File: config.mk
export PLATFORM = sky130hd
export DESIGN_NAME = dtdt_queue
export DESIGN_NICKNAME = d
export VERILOG_FILES = /design/src/rtl/core/dtdt_pkg.sv /design/src/rtl/core/dtdt_queue.sv
export SDC_FILE = /design/constraint.sdc
export NUM_CORES = 1
export LEC_CHECK = 0
export BUFFER_PORTS_ARGS = -buffer_cell sky130_fd_sc_hd__buf_2
export CAP_MARGIN = 20
export CORE_MARGIN = 3
export CORE_UTILIZATION = 52
export CTS_CLUSTER_SIZE = 25
export DETAILED_ROUTE_END_ITERATION = 12
export GPL_TIMING_DRIVEN = 1
export MAX_ROUTING_LAYER = met4
export PLACE_DENSITY_LB_ADDON = 0.05
export SKIP_CTS_REPAIR_TIMING = 1
export SLEW_MARGIN = 40
export SYNTH_ARGS = -nofsm -noshare
export SYNTH_HDL_FRONTEND = slang
export SYNTH_SLANG_ARGS = --single-unit
File: constraint.sdc
create_clock -name clk -period 8.86 [get_ports clk]
set_input_delay 0.443 -clock clk [delete_from_list [all_inputs] [get_ports clk]]
set_output_delay 0.443 -clock clk [all_outputs]
set_load 0.01 [all_outputs]
File: src/rtl/core/dtdt_pkg.sv
package dtdt_pkg;

  localparam int MaxFrac = 10;
  localparam logic [63:0] SatInt = 64'h7FFF_FFFF_FFFF_FFFF;

  typedef struct packed {
    logic        sign;
    logic        ovf;
    logic [3:0]  prec;
    logic [63:0] hi;
    logic [63:0] lo;
  } dtdt_job_t;

  function automatic logic [63:0] round_term(input logic [3:0] p);
    logic [63:0] r;
    begin
      case (p)
        4'd1:    r = 64'd922337203685477581;
        4'd2:    r = 64'd92233720368547758;
        4'd3:    r = 64'd9223372036854776;
        4'd4:    r = 64'd922337203685478;
        4'd5:    r = 64'd92233720368548;
        4'd6:    r = 64'd9223372036855;
        4'd7:    r = 64'd922337203685;
        4'd8:    r = 64'd92233720369;
        4'd9:    r = 64'd9223372037;
        4'd10:   r = 64'd922337204;
        default: r = 64'd0;
      endcase
      return r;
    end
  endfunction

endpackage

File: src/rtl/core/dtdt_queue.sv
module dtdt_queue (
  input  logic                clk,
  input  logic                rst,
  input  logic                wr_valid,
  output logic                wr_ready,
  input  dtdt_pkg::dtdt_job_t wr_job,
  output logic                rd_valid,
  input  logic                rd_ready,
  output dtdt_pkg::dtdt_job_t rd_job
);
  import dtdt_pkg::*;

  dtdt_job_t mem [2];
  logic      wp;
  logic      rp;
  logic [1:0] cnt;

  assign wr_ready = (cnt != 2'd2);
  assign rd_valid = (cnt != 2'd0);
  assign rd_job = mem[rp];

  always_ff @(posedge clk) begin
    if (wr_valid && wr_ready) mem[wp] <= wr_job;
    if (rst) begin
      wp <= 1'b0;
      rp <= 1'b0;
      cnt <= 2'd0;
    end else begin
      if (wr_valid && wr_ready) wp <= ~wp;
      if (rd_valid && rd_ready) rp <= ~rp;
      cnt <= cnt + 2'(wr_valid && wr_ready) - 2'(rd_valid && rd_ready);
    end
  end

endmodule

==> results.py <==
metrics = {
    "yosys": {
        "synth-edff-count": 268,
        "synth_flop_cell": "edfxtp_1",
        "syn_area_per_cell_sq_um": 23.0,
        "syn_area_sq_um": 10100,
        "ys_seq_area_frac": 0.804,
        "netlist_instances": 441,
        "yosys-top-cells-area": "edfxtp_1 79%, mux2_4 8.9%, mux2_2 8.3%",
        "ys_ff_latch": 273,
        "synth_top_cell_by_area": "edfxtp_1",
        "ys_types": 17,
        "synth_nets": 581,
        "async_reset_ff_frac": 0,
        "yosysWarnings": 0,
        "synth_top_cell_area_share": 0.794,
    },
    "cells_and_area": {
        "area_delta_synth_final_pct": 25.6,
        "final_core_util": 0.672,
        "final_area_sq_um": 12700,
        "fin_nets": 874,
        "layout_common_cells": "273 x buf_2, 268 x edfxtp_1, 75 x mux2_2, 60 x mux2_4, 27 x clkbuf_16",
        "final-instance-count-excl-fill": 1019,
        "final_common_cell": "buf_2",
        "drive_above_1_share": 0.605,
    },
    "clock_network": {
        "clock_sinks": 273,
        "tritoncts": "built",
        "htreeDepth": 1,
        "clk_latency_ns": 0.51,
        "cts_root_buffer": "clkbuf_16",
        "clkSlewWorstSetupHoldPaths_ns": 0.06,
        "clk_path_buf_depth": 3,
        "cts_inserted_buffers": 27,
    },
    "power": {
        "power_frac_seq": 0.453,
        "p_leak_nw": 4.87,
        "power.total_mw": 3.70,
        "clkPwrFrac": 0.316,
        "swShare": 0.252,
        "powerDensity_nw_per_um2": 290,
        "p_int_mw": 2.77,
        "power_switching_uw": 931,
        "pwr-share-comb": 0.231,
        "peakVddDrop_v": 0.000177,
    },
    "floorplanning": {
        "chipHeight_um": 146,
        "num_io_pins": 274,
        "num_rows": 50,
        "die_w_um": 146,
        "dieArea_sq_um": 21200,
        "core_sq_um": 19000,
        "start_util": 0.535,
    },
    "sta": {
        "whs_ns": 0.112,
        "setup_slack_ns": 5.60,
        "hold_viol": 0,
        "finalSetupTns_ns": 0,
        "fmax_mhz": 307,
        "setup_violations": 0,
        "post-route-min-period_ns": 3.26,
        "worst_pin_slew_ns": 0.717,
        "slew_viol_final": 0,
        "skew_ns": 0.0100,
        "slew_headroom": 0.522,
        "rsz0062_at_grt": "false",
        "finalCritPeriodShare": 0.368,
    },
    "routing": {
        "first_pass_iters": 4,
        "routedWlPerCell_um": 18.7,
        "drc_errors": 0,
        "drt_iter0_drc": 201,
        "dr_total_vias": 5039,
        "wl_um": 19100,
        "viasPerCell": 4.95,
        "ant_nets": 0,
    },
    "hold_path": {
        "hp-class": "in2reg",
        "hold_depth": 1,
    },
    "run_status": {
        "status": "finished, final reports clean",
    },
    "placed_design": {
        "dp_hpwl_um": 12900,
        "dp_slack_ns": 6.06,
        "place_inst": 965,
        "placed_cell_area_sq_um": 11800,
        "gp_congestion": 0.783,
        "io_buffers": 273,
    },
    "critical_path": {
        "path_cells": "buf_6, buf_6, mux2_2, buf_2",
        "critPathKind": "reg2out",
        "crit_required_ns": 8.42,
        "cp-end-kind": "output port",
        "r2r_cells": 4,
        "cp_slowest_stage_delay_ns": 0.63,
        "crit_slowest_cell": "buf_6",
        "critPathMaxFanout": 63,
        "crit_path_start_kind": "register",
        "critical_path_arrival_ns": 2.82,
        "cp_common_cell": "buf_6",
    },
    "run": {
        "max_cap_viol_count": 0,
    },
    "global_route": {
        "grt_max_degree": 74,
        "grt_pass1_wl_um": 29300,
        "grt_pass1_vias": 5524,
        "grtUsageTotal": 0.182,
        "overflow": 0,
        "antenna_found_initial": 5,
    },
}
[sequential cells by signal, indices dropped and copies added (netlist names), named ones only]
register and cells:
rp 1, cnt 2, wp 1, mem 268
[power groups by stage]
stage | registers [mW] | logic (mW) | clock network (mW)
2_1_floorplan | 1.71 | 0.580 | 0
3_3_place_gp | 1.70 | 0.854 | 0
3_5_place_dp | 1.70 | 0.868 | 0
4_1_cts | 1.68 | 0.872 | 1.20
5_1_grt | 1.69 | 0.920 | 1.25
6_report | 1.67 | 0.855 | 1.17
[final timing paths]
check | slack [ns] | startpoint | end
max | 5.60 | register | rd_job[66]
min | 0.11 | wr_job[49] | mem[1][49]
max reg2reg | 6.49 | cnt[0] | mem[1][83]
min reg2reg | 0.53 | rp | rp
[final cells by class]
cell class	instances	area (sq um)
Sequential cell	273	8150
Fill cell	1326	6220
Multi-Input combinational cell	152	1870
Timing Repair Buffer	279	1440
Clock buffer	29	683
Tap cell	260	325
Clock inverter	20	244
Antenna cell	5	12.5
Inverter	1	3.75
[cells in the mapped netlist (2+ instances only)]
| master | instances |
|---|---|
| mux2_4 | 60 |
| buf_6 | 8 |
| nor2_1 | 5 |
| ha_1 | 2 |
| buf_2 | 7 |
| nor2b_1 | 2 |
| dfxtp_1 | 5 |
| mux2_2 | 75 |
| xnor2_1 | 2 |
| edfxtp_1 | 268 |
[critical path, delay by kind of cell (launching register included)]
kind | cells | cell delay, ns
flops | 1 | 0.50
mux | 1 | 0.44
buf+inv | 3 | 1.34
[layer usage]
metal  wire length [um]  global-route usage
met5                  0                   -
met4                382              0.0570
met3               1540              0.0508
met2               9820               0.305
met1               7320               0.215
[kinds of logic (layout without fill, tap and decap cells)]
logic type / count (synthesis) / count (layout) / synth area share
XOR/XNOR: 3 / 3 / 0.00259
AND/OR/NAND/NOR: 11 / 11 / 0.00531
AO/OA/AOI/OAI: 1 / 1 / 0.000741
flip-flops: 273 / 273 / 0.804
buffers and inverters: 16 / 329 / 0.0127
other: 0 / 5 / 0
adder cells (fa/ha/maj): 2 / 2 / 0.00247
multiplexers: 135 / 135 / 0.172
No activity file was read; power rests on OpenSTA's default activity.
